===== src/design/eeprom_mirror_dirty_range_flush_defines.svh =====
// Assertion macros shared by the mirror flush design.
`ifndef EEPROM_MIRROR_DIRTY_RANGE_FLUSH_DEFINES_SVH
`define EEPROM_MIRROR_DIRTY_RANGE_FLUSH_DEFINES_SVH

// Same-cycle implication, disabled during reset.
`define EMDF_ASSERT_IMP(lbl, clk, rst_n, ante, cons) \
    lbl: assert property (@(posedge clk) disable iff (!rst_n) (ante) |-> (cons)) \
        else $error("same-cycle check failed");

// Next-cycle implication, disabled during reset.
`define EMDF_ASSERT_NXT(lbl, clk, rst_n, ante, cons) \
    lbl: assert property (@(posedge clk) disable iff (!rst_n) (ante) |=> (cons)) \
        else $error("next-cycle check failed");

`endif


===== src/design/emdf_pkg.sv =====
// Shared types, constants and helpers for the mirror flush design.
package emdf_pkg;

    localparam int MIRROR_BYTES_DEFAULT = 4096;
    localparam int LANES = 4;
    localparam int LANE_W = 2;
    localparam int CFG_IDX_W = 2;
    localparam int CFG_DATA_W = 16;

    localparam logic [15:0] DEFAULT_DELAY_MS = 16'd100;
    localparam logic [7:0] ERASED_BYTE = 8'hFF;
    localparam logic [15:0] QUIET_MAX = 16'hFFFF;

    localparam logic [CFG_IDX_W-1:0] CFG_FLUSH_DELAY = 2'd0;
    localparam logic [CFG_IDX_W-1:0] CFG_BACKEND_READY = 2'd1;

    typedef enum logic [2:0] {
        OP_READ    = 3'd0,
        OP_WRITE   = 3'd1,
        OP_TICK    = 3'd2,
        OP_CLEAN   = 3'd3,
        OP_PRELOAD = 3'd4
    } op_t;

    typedef struct packed {
        logic [2:0]  op;
        logic [15:0] address;
        logic [1:0]  size_code;
        logic [31:0] data;
        logic        flush_failed;
    } req_t;

    typedef struct packed {
        logic [31:0] read_data;
        logic        flush_valid;
        logic [15:0] flush_start;
        logic [16:0] flush_length;
        logic        reset_request;
        logic        dirty_flag;
    } rsp_t;

    typedef struct packed {
        logic              act;
        logic              wr;
        logic              pre;
        logic [LANE_W-1:0] offs;
        logic [7:0]        wbyte;
    } lane_cmd_t;

    typedef struct packed {
        logic              changed;
        logic [LANE_W-1:0] offs;
        logic [7:0]        rbyte;
    } lane_res_t;

    function automatic logic [2:0] access_bytes(input logic [1:0] size_code);
        logic [2:0] n;
        case (size_code)
            2'd0:    n = 3'd1;
            2'd1:    n = 3'd2;
            default: n = 3'd4;
        endcase
        return n;
    endfunction

endpackage


===== src/design/emdf_merge.sv =====
// Merge of lane findings: dirty range, quiet counter, flush and result.
`include "eeprom_mirror_dirty_range_flush_defines.svh"

module emdf_merge (
    input  logic                clk,
    input  logic                rst_n,
    input  logic                fire,
    input  logic [2:0]          op,
    input  logic [15:0]         address,
    input  logic                flush_failed,
    input  logic [15:0]         flush_delay,
    input  logic                backend_ready,
    input  emdf_pkg::lane_res_t lane_res [emdf_pkg::LANES],
    output emdf_pkg::rsp_t      result
);

    logic        dirty_reg, dirty_next;
    logic [15:0] dirty_low_reg, dirty_low_next;
    logic [15:0] dirty_high_reg, dirty_high_next;
    logic [15:0] quiet_reg, quiet_next;
    logic        clean_pending_reg, clean_pending_next;

    logic                        any_changed;
    logic [emdf_pkg::LANE_W-1:0] min_off;
    logic [emdf_pkg::LANE_W-1:0] max_off;
    logic [15:0]                 cmin;
    logic [15:0]                 cmax;
    logic [15:0]                 quiet_inc;
    logic                        do_flush;
    logic [31:0]                 rdata;

    always_comb
    begin
        any_changed = 1'b0;
        min_off     = '1;
        max_off     = '0;
        rdata       = 32'd0;
        for (int b = 0; b < emdf_pkg::LANES; b++)
        begin
            rdata = rdata | (32'(lane_res[b].rbyte) << (8 * lane_res[b].offs));
            if (lane_res[b].changed)
            begin
                any_changed = 1'b1;
                if (lane_res[b].offs < min_off)
                begin
                    min_off = lane_res[b].offs;
                end
                if (lane_res[b].offs > max_off)
                begin
                    max_off = lane_res[b].offs;
                end
            end
        end
        cmin = address + 16'(min_off);
        cmax = address + 16'(max_off);
        quiet_inc = (quiet_reg == emdf_pkg::QUIET_MAX) ? quiet_reg : quiet_reg + 16'd1;

        dirty_next         = dirty_reg;
        dirty_low_next     = dirty_low_reg;
        dirty_high_next    = dirty_high_reg;
        quiet_next         = quiet_reg;
        clean_pending_next = clean_pending_reg;
        do_flush           = 1'b0;

        result = '0;

        unique case (op)
            emdf_pkg::OP_READ:
            begin
                result.read_data = rdata;
            end
            emdf_pkg::OP_WRITE:
            begin
                if (any_changed)
                begin
                    quiet_next = 16'd0;
                    dirty_next = 1'b1;
                    if (!dirty_reg)
                    begin
                        dirty_low_next  = cmin;
                        dirty_high_next = cmax;
                    end
                    else
                    begin
                        dirty_low_next  = (cmin < dirty_low_reg) ? cmin : dirty_low_reg;
                        dirty_high_next = (cmax > dirty_high_reg) ? cmax : dirty_high_reg;
                    end
                end
            end
            emdf_pkg::OP_TICK:
            begin
                quiet_next = quiet_inc;
                do_flush = dirty_reg && (quiet_inc >= flush_delay);
                result.reset_request = clean_pending_reg;
            end
            emdf_pkg::OP_CLEAN:
            begin
                do_flush = dirty_reg;
                clean_pending_next = 1'b1;
            end
            default:
            begin
            end
        endcase

        if (do_flush)
        begin
            if (backend_ready)
            begin
                result.flush_valid  = 1'b1;
                result.flush_start  = dirty_low_reg;
                result.flush_length = {1'b0, dirty_high_reg} - {1'b0, dirty_low_reg}
                                      + 17'd1;
                dirty_next = flush_failed;
            end
            else
            begin
                dirty_next = 1'b0;
            end
        end

        result.dirty_flag = dirty_next;
    end

    always_ff @(posedge clk or negedge rst_n)
    begin
        if (!rst_n)
        begin
            dirty_reg         <= 1'b0;
            dirty_low_reg     <= 16'd0;
            dirty_high_reg    <= 16'd0;
            quiet_reg         <= 16'd0;
            clean_pending_reg <= 1'b0;
        end
        else if (fire)
        begin
            dirty_reg         <= dirty_next;
            dirty_low_reg     <= dirty_low_next;
            dirty_high_reg    <= dirty_high_next;
            quiet_reg         <= quiet_next;
            clean_pending_reg <= clean_pending_next;
        end
    end

    `EMDF_ASSERT_IMP(a_flush_needs_dirty, clk, rst_n, fire && result.flush_valid, dirty_reg)
    `EMDF_ASSERT_IMP(a_range_ordered, clk, rst_n, dirty_reg, dirty_low_reg <= dirty_high_reg)
    `EMDF_ASSERT_IMP(a_flush_length_nonzero, clk, rst_n, fire && result.flush_valid,
                     result.flush_length != 17'd0)

endmodule


===== config.mk =====
export PLATFORM = sky130hd
export DESIGN_NAME = emdf_merge
export DESIGN_NICKNAME = d
export VERILOG_FILES = /design/src/design/emdf_pkg.sv /design/src/design/emdf_merge.sv
export VERILOG_INCLUDE_DIRS = /design/src /design/src/design
export SDC_FILE = /design/constraint.sdc
export NUM_CORES = 1
export LEC_CHECK = 0
export BUFFER_PORTS_ARGS = -buffer_cell sky130_fd_sc_hd__buf_2
export CAP_MARGIN = 5
export CORE_ASPECT_RATIO = 1.75
export CORE_MARGIN = 3
export CORE_UTILIZATION = 25
export CTS_BUF_LIST = sky130_fd_sc_hd__clkbuf_4 sky130_fd_sc_hd__clkbuf_8 sky130_fd_sc_hd__clkbuf_16
export CTS_CLUSTER_DIAMETER = 40
export CTS_CLUSTER_SIZE = 30
export DETAILED_ROUTE_END_ITERATION = 8
export PLACE_DENSITY_LB_ADDON = 0.08
export SLEW_MARGIN = 20
export SYNTH_ARGS = -nofsm -noshare
export SYNTH_HDL_FRONTEND = slang
export SYNTH_SLANG_ARGS = --single-unit
export TNS_END_PERCENT = 10

===== constraint.sdc =====
create_clock -name clk -period 11.2 [get_ports clk]
set_input_delay 1.68 -clock clk [delete_from_list [all_inputs] [get_ports clk]]
set_output_delay 1.68 -clock clk [all_outputs]
set_load 0.03 [all_outputs]

==> results of run 1 <==
## metal layers
layer / GRT usage / vias up / wire length [um]
met4: 0.0540 / 2 / 686
met2: 0.342 / 189 / 13900
li1: - / 3134 / -
met1: 0.174 / 3053 / 8750
met5: 0 / - / 13
met3: 0.0205 / 30 / 1010
## critical path, cell delays in order
cell      delay [ns]
buf_2           0.12
and2_1          0.18
ha_1            0.27
inv_1           0.04
o221ai_1        0.18
mux2_2          0.38
ha_1            0.28
inv_1           0.04
o221ai_1        0.17
mux2_2          0.37
ha_1            0.28
inv_1           0.04
o221ai_1        0.19
o21ai_0         0.12
ha_1            0.22
fa_1            0.47
and3_1          0.24
nand4_1         0.12
xnor2_1         0.09
ha_1            0.30
nand4_1         0.08
or2_2           0.28
a21oi_1         0.11
a21oi_1         0.08
a21oi_2         0.84
mux2_2          0.42
## cell usage after synthesis, types with 5 or more instances
| cell type | instances | share of area |
|---|---|---|
| nor2_1 | 75 | 0.044 |
| nor2b_1 | 5 | 0.0049 |
| mux2_2 | 29 | 0.051 |
| o21ai_0 | 33 | 0.026 |
| clkbuf_1 | 16 | 0.0093 |
| buf_2 | 5 | 0.0039 |
| a21oi_1 | 59 | 0.046 |
| a22oi_1 | 65 | 0.076 |
| a211oi_1 | 6 | 0.0070 |
| xor2_1 | 19 | 0.026 |
| nand4_1 | 11 | 0.011 |
| a31oi_1 | 7 | 0.0068 |
| nor3b_1 | 6 | 0.0070 |
| nor3_1 | 13 | 0.010 |
| xnor2_1 | 27 | 0.037 |
| and3_1 | 6 | 0.0058 |
| o221ai_1 | 5 | 0.0068 |
| and2_1 | 9 | 0.0087 |
| o31ai_1 | 7 | 0.0082 |
| nand2b_1 | 7 | 0.0068 |
| ha_1 | 98 | 0.19 |
| dfrtp_1 | 50 | 0.19 |
| mux2_4 | 10 | 0.023 |
| nand2_1 | 38 | 0.022 |
| inv_1 | 78 | 0.045 |
| nand3_1 | 22 | 0.017 |
| a21o_1 | 12 | 0.014 |
## cell families (layout without fill, tap and decap cells)
family          count (synthesis)  after routing  share of synthesized area
fa+ha+maj                     101            101                      0.200
other cells                     0              2                          0
flops                          50             50                      0.194
xor+xnor                       46             46                     0.0625
buf+inv                       104            239                     0.0645
mux                            42             42                     0.0787
simple gates                  209            209                      0.157
compound gates                231            231                      0.244
## per-stage QoR
step / instances / hold slack [ns] / utilization / setup WS (ns) / total power [uW]
6_report: 1236 / 0.467 / 0.302 / 3.78 / 1470
5_1_grt: 1236 / 0.484 / 0.302 / 3.35 / 1630
4_1_cts: 1234 / 0.470 / 0.302 / 3.71 / 1500
3_5_place_dp: 1226 / 0.453 / 0.295 / 3.39 / 1300
3_3_place_gp: 1226 / 0.462 / 0.295 / 3.50 / 1300
2_1_floorplan: 783 / 0.428 / - / 4.38 / 1020
## worst max path at each step
stage / endpoint / depth (start not counted) / start
2_1_floorplan: dirty_high_reg[0]$_DFFE_PN0P_ / 26 / lane_res[43]
3_3_place_gp: dirty_high_reg[14]$_DFFE_PN0P_ / 26 / lane_res[43]
3_5_place_dp: dirty_high_reg[8]$_DFFE_PN0P_ / 26 / lane_res[43]
4_1_cts: dirty_high_reg[3]$_DFFE_PN0P_ / 26 / lane_res[43]
5_1_grt: dirty_high_reg[3]$_DFFE_PN0P_ / 26 / lane_res[43]
6_report: dirty_high_reg[3]$_DFFE_PN0P_ / 26 / lane_res[43]
## layout make-up
class                           instances  area, um2
Fill cell                            2835      17700
Tap cell                              316        395
Inverter                               78        293
Timing Repair Buffer                  153        771
Multi-Input combinational cell        629       4780
Clock buffer                            6        133
Clock inverter                          2       37.5
Antenna cell                            2       5.00
Sequential cell                        50       1250
## report_power, final
part | leakage, uW | internal (uW) | switching (uW) | total [uW]
clock | 0.0000805 | 108 | 80.8 | 189
combinational | 0.00307 | 426 | 547 | 973
sequential | 0.000622 | 241 | 68.3 | 309
==> results.ini, run 1 <==
[timing]
clock_skew_ns=0.00870
slew_violations=0
slew_headroom=0.291
setup_violations=0
rsz0062_at_grt=no
hold_viol=0
period_share=0.663
fmax_mhz=135
tns_ns=0
period_needed_ns=7.42
tightest_slew_ns=1.06

[worst_setup_path]
worstPathArrival_ns=7.61
worstPathRequired_ns=11.39
rr_worst_depth=13
critPathLaunchType=input pin
critPathKind=in -> reg
cp-end-kind=flip-flop
r2r_start=quiet_reg[0]$_DFFE_PN0P_
r2r_slack_ns=7.41
cp_max_fo=16
r2r-end=dirty_reg$_DFFE_PN0P_

[global_route]
antenna_found_initial=3
grt_pass1_vias=6398
grt_pass1_wl_mm=36.3
grt_use_total=0.169
globalRouteOverflowTotal=0
grt_max_degree=51

[synthesis]
yosysSeqAreaShare=0.194
synth_top_flop_cell=dfrtp_1
synth_edf_count=0
avgSynthCellArea_um2=8.23
syn_nets=968
synth.ff_latch_count=50
syn_inst=783
ys_async_sr_fraction=1.00
synth_cell_type_count=62
netlist_area_um2=6440
ys_warn_count=0

[flow_run]
max-cap-violations=0

[cells_and_area]
fin_area_um2=7660
nNetsFinal=1102
area_growth_pct=19.0
layout_common_cells=151 x buf_2, 98 x ha_1, 78 x inv_1, 74 x nor2_1, 65 x a22oi_1
final_common_cell=buf_2
drive_gt1_frac=0.228

[min_path]
holdPathStages=1
hp-class=reg -> reg
whs_endpoint=clean_pending_reg$_DFFE_PN0P_
min_from=clean_pending_reg$_DFFE_PN0P_

[route]
drc=0
dr.pass1.iters=5
avgRoutedWirePerCell_um=19.7
ant_nets=0
drt-total-wl_mm=24.3
drt_iter0_drc=335
vias_per_cell=5.18
vias=6408

[clocking]
clk_pin_slew_worst_paths_ns=0.07
cts_sinks=50
clock_latency_ns=0.30
clock_path_buffers=2
h-tree-depth=2
cts_setup_buffers=0
tritoncts=done
cts.repair.resized=0
cts_buffers=5
cts_hold_buf=0
cts_root_buf=clkbuf_16

[die]
io_pins=152
dieArea_um2=27800
start_util=0.254
rows=77
core-area_um2=25300
die_h_um=218
die_w_um=127

[place]
hpwl_mm=19.5
dpl-instance-area_um2=7490
gp_congestion=0.831
portBuffers=151

[pwr]
p_leak_uw=0.00377
power_density_nw_per_um2=192
ir_worst_vdd_mv=0.126

[run_status]
status=finished clean

Note: power is estimated with default switching activity, not from simulation.
==> run 2: changes to the inputs <==
- clock period: 11.2 -> 6.43 ns (I/O delays scaled with it)
==> run 2 against run 1 <==
Against the previous run: total power increased by 75%; first-iteration DRC count increased by 1.5%; flip-flop and latch count unchanged; global-route usage about the same; non-clock buffer count increased by 12; register-to-register slack got worse by 4.6 ns; critical path type unchanged.
==> results.ini, run 2 (same netlist as run 1, synthesis figures left out) <==
[run_status]
status=finished clean

[route]
vias_per_cell=5.15
avgRoutedWirePerCell_um=19.5
vias=6428
drt-total-wl_mm=24.4
dr.pass1.iters=5
ant_nets=0
drt_iter0_drc=340
drc=0

[clocking]
clk_pin_slew_worst_paths_ns=0.07
clock_path_buffers=2
cts_sinks=50
h-tree-depth=2
cts_root_buf=clkbuf_16
cts_hold_buf=0
cts_buffers=5
tritoncts=done
clock_latency_ns=0.31

[cells_and_area]
layout_common_cells=151 x buf_2, 97 x ha_1, 78 x inv_1, 73 x nor2_1, 65 x a22oi_1
area_growth_pct=21.3
nNetsFinal=1114
final_common_cell=buf_2
finalNonFillerCells=1248
drive_gt1_frac=0.245

[pwr]
ir_worst_vdd_mv=0.377
power_density_nw_per_um2=330
finalPower_uw=2580
swShare=0.473
comb_power_share=0.663
p_leak_uw=0.00384
power_switching_uw=1220
p_seq_frac=0.209
clkPwrFrac=0.127
p_int_uw=1360

[die]
die_h_um=218
io_pins=152
rows=77
dieArea_um2=27800
die_w_um=127
start_util=0.254
core-area_um2=25300

[global_route]
globalRouteOverflowTotal=0
grt_use_total=0.169
antenna_found_initial=3
grt_pass1_vias=6577
grt_max_degree=51
grt_pass1_wl_mm=36.6

[worst_setup_path]
crit_start=lane_res[43]
worstPathRequired_ns=6.62
cp_max_fo=6
worstSetupEndpoint=dirty_high_reg[3]$_DFFE_PN0P_
worstPathArrival_ns=6.27
critPathKind=in -> reg
r2r_start=quiet_reg[0]$_DFFE_PN0P_
r2r-end=dirty_reg$_DFFE_PN0P_
cp-end-kind=flip-flop
critPathLaunchType=input pin
r2r_slack_ns=2.81
rr_worst_depth=13

[timing]
period_needed_ns=6.07
setup_violations=0
rsz0062_at_grt=no
postLayoutSetupSlackWorst_ns=0.357
slew_headroom=0.275
period_share=0.944
fmax_mhz=165
tightest_slew_ns=1.09
holdWs_ns=0.475
clock_skew_ns=0.0129
slew_violations=0
tns_ns=0
hold_viol=0

[flow_run]
max-cap-violations=0

[place]
dp_cells=1236
hpwl_mm=19.8
dp_slack_ns=-0.0510
gp_congestion=0.803
portBuffers=151

[min_path]
hp-class=reg -> reg

## run 2: power groups by stage
stage / registers, uW / logic (uW) / clock network (uW)
6_report: 540 / 1710 / 329
3_5_place_dp: 552 / 1720 / 0
4_1_cts: 548 / 1730 / 343
2_1_floorplan: 481 / 1290 / 0
3_3_place_gp: 552 / 1720 / 0
5_1_grt: 554 / 1960 / 353
## run 2: worst min path at each step
stage | start | endpoint | slack [ns] | cells after the start
finish | clean_pending_reg$_DFFE_PN0P_ | clean_pending_reg$_DFFE_PN0P_ | 0.47 | 1
floorplan | clean_pending_reg$_DFFE_PN0P_ | clean_pending_reg$_DFFE_PN0P_ | 0.43 | 1
detailed placement | clean_pending_reg$_DFFE_PN0P_ | clean_pending_reg$_DFFE_PN0P_ | 0.46 | 1
CTS | clean_pending_reg$_DFFE_PN0P_ | clean_pending_reg$_DFFE_PN0P_ | 0.47 | 1
global placement | clean_pending_reg$_DFFE_PN0P_ | clean_pending_reg$_DFFE_PN0P_ | 0.46 | 1
global route | clean_pending_reg$_DFFE_PN0P_ | clean_pending_reg$_DFFE_PN0P_ | 0.51 | 1
## run 2: what timing repair did
action / 4_1_cts / 5_1_grt
endpoints found under the setup margin: 0 / 16
hold endpoints to repair: 0 / 0
buffers inserted: 0 / 1
gates resized for setup: 0 / 10
## run 2: layout make-up
| cell class | count | area, um2 |
|---|---|---|
| diodes | 2 | 5.00 |
| clock buffers | 6 | 133 |
| clock inverters | 2 | 37.5 |
| fillers | 2797 | 17500 |
| inverters | 78 | 293 |
| multi-input cells | 629 | 4810 |
| flip-flops and latches | 50 | 1250 |
| well taps | 316 | 395 |
| repair buffers | 165 | 891 |
## run 2: per-layer routing
metal / global-route usage / share of wire / wire length [um] / vias to the layer above
li1: - / - / - / 3162
met1: 0.172 / 0.36 / 8850 / 3070
met2: 0.343 / 0.57 / 14000 / 161
met3: 0.0193 / 0.036 / 884 / 33
met4: 0.0565 / 0.027 / 664 / 2
met5: 0 / 0.00053 / 13 / -
## run 2: stage by stage
step	cell area, um2	utilization
floorplan	6440	-
global placement	7570	0.299
detailed placement	7570	0.299
CTS	7740	0.306
global route	7820	0.308
finish	7820	0.308
## run 2: critical path, cell delays in order
cell	delay (ns)
buf_2	0.11
and2_1	0.17
ha_1	0.27
inv_1	0.04
o221ai_2	0.17
mux2_4	0.33
ha_1	0.27
inv_1	0.03
o221ai_1	0.18
mux2_2	0.37
ha_1	0.28
inv_1	0.04
o221ai_1	0.19
o21ai_0	0.12
ha_2	0.21
fa_2	0.42
and3_4	0.18
nand4_1	0.10
xnor2_1	0.10
ha_1	0.30
nand4_1	0.09
or2_2	0.30
a21oi_2	0.11
a21oi_1	0.08
a21oi_2	0.28
clkbuf_16	0.22
mux2_2	0.32
==> run 3: changes to the inputs <==
- clock period: 6.43 -> 6.8 ns (I/O delays scaled with it)
==> run 3 against run 2 <==
Against the previous run: die area did not move; worst setup slack improved by 0.30 ns; flip-flop and latch count did not move; highest routed layer unchanged; global-route usage rose by 0.056 points; clock power fell by 17%; sequential share of layout area rose by 0.33 points; design area fell by 2.0%; via count fell by 0.76%; critical path type unchanged; sequential power fell by 5.2%; critical path depth did not move.
==> results.ini, run 3 (same netlist as run 1, synthesis figures left out) <==
[run_status]
status=finished clean

[timing]
tns_ns=0
period_share=0.903
fmax_mhz=163
clock_skew_ns=0.0128
period_needed_ns=6.14
hold_viol=0
tightest_slew_ns=1.10
slew_violations=0
setup_violations=0
slew_headroom=0.267
rsz0062_at_grt=no

[pwr]
p_int_uw=1240
finalPower_uw=2380
swShare=0.478
p_seq_frac=0.215
power_density_nw_per_um2=311
p_leak_uw=0.00378
clkPwrFrac=0.114
power_switching_uw=1140
comb_power_share=0.671
ir_worst_vdd_mv=0.207

[die]
dieArea_um2=27800
start_util=0.254
die_h_um=218
io_pins=152
die_w_um=127
core-area_um2=25300
rows=77

[place]
gp_congestion=0.817
dpl-instance-area_um2=7510
dp_cells=1229
portBuffers=151
hpwl_mm=19.7

[clocking]
cts_setup_buffers=0
cts_root_buf=clkbuf_16
h-tree-depth=2
tritoncts=done
cts_hold_buf=0
cts.repair.resized=0
clk_pin_slew_worst_paths_ns=0.07
cts_buffers=5
clock_path_buffers=2
cts_sinks=50
clock_latency_ns=0.31

[worst_setup_path]
cp-end-kind=flip-flop
critPathBufInv=5
critPathLaunchType=input pin
slowest_delay_ns=0.45
worstPathRequired_ns=6.98
worstPathArrival_ns=6.33
cp_max_fo=10
crit_top_cell=ha_1
slowest_stage=fa_1
critPathKind=in -> reg
cpLargestDelayFamily=adder cells

[route]
drc=0
drt-total-wl_mm=24.0
vias=6379
ant_nets=0
avgRoutedWirePerCell_um=19.4
dr.pass1.iters=6
vias_per_cell=5.16
drt_iter0_drc=265

[global_route]
grt_max_degree=51
grt_pass1_wl_mm=36.7
antenna_found_initial=1
grt_pass1_vias=6487
grt_use_total=0.169
globalRouteOverflowTotal=0

[cells_and_area]
drive_gt1_frac=0.229
layout_common_cells=151 x buf_2, 98 x ha_1, 78 x inv_1, 74 x nor2_1, 65 x a22oi_1
num_antenna_cells=0
final_common_cell=buf_2
finalNonFillerCells=1237
area_growth_pct=18.9
fin_area_um2=7660
nNetsFinal=1105
fill_cells=2822

[min_path]
hp-class=reg -> reg

[flow_run]
max-cap-violations=0

-- run 3: changes by cell type in the layout (fill, tap and decap cells not counted), sizes merged --
| cell | change |
|---|---|
| clkinv | +1 |
| bufinv | -1 |
| clkinvlp | -1 |
| buf | -8 |
| inv | +1 |
| clkbuf | -1 |
| diode | -2 |
-- run 3: area by class of cell --
class                           count  area [um2]  share of cell area
Sequential cell                    50        1250               0.163
Inverter                           78         293              0.0382
Timing Repair Buffer              156         793               0.104
Tap cell                          316         395              0.0516
Clock inverter                      2        17.5             0.00229
Multi-Input combinational cell    629        4780               0.624
Clock buffer                        6         133              0.0173
-- run 3: path summary, 6_finish.rpt --
check                                               from                             to  slack (ns)  cells past startpoint
max in group asynchronous                          rst_n  dirty_high_reg[3]$_DFFE_PN0P_        5.43                      2
min in group asynchronous                          rst_n       quiet_reg[6]$_DFFE_PN0P_        0.85                      2
setup reg to reg                quiet_reg[0]$_DFFE_PN0P_          dirty_reg$_DFFE_PN0P_        3.16                     13
hold / removal             clean_pending_reg$_DFFE_PN0P_  clean_pending_reg$_DFFE_PN0P_        0.47                      1
hold reg to reg            clean_pending_reg$_DFFE_PN0P_  clean_pending_reg$_DFFE_PN0P_        0.47                      1
setup / recovery                            lane_res[43]  dirty_high_reg[4]$_DFFE_PN0P_        0.66                     27
-- run 3: power by group through the flow --
stage / Sequential, uW / Clock [uW] / Combinational (uW)
floorplan: 455 / 0 / 1220
global placement: 524 / 0 / 1640
detailed placement: 523 / 0 / 1620
CTS: 519 / 290 / 1630
global route: 525 / 299 / 1840
finish: 512 / 272 / 1600
-- run 3: layer usage --
| metal | track usage | vias to the layer above | share of wire |
|---|---|---|---|
| li1 | - | 3140 | - |
| met1 | 0.177 | 3056 | 0.36 |
| met2 | 0.346 | 159 | 0.58 |
| met3 | 0.0186 | 22 | 0.036 |
| met4 | 0.0444 | 2 | 0.019 |
| met5 | 0 | - | 0.00054 |
-- run 3: metrics by stage --
| stage | util | setup slack (ns) | hold WS [ns] |
|---|---|---|---|
| 2_1_floorplan | - | 0.643 | 0.428 |
| 3_3_place_gp | 0.296 | 0.377 | 0.454 |
| 3_5_place_dp | 0.296 | 0.319 | 0.451 |
| 4_1_cts | 0.302 | 0.627 | 0.466 |
| 5_1_grt | 0.302 | 0.203 | 0.483 |
| 6_report | 0.302 | 0.657 | 0.469 |
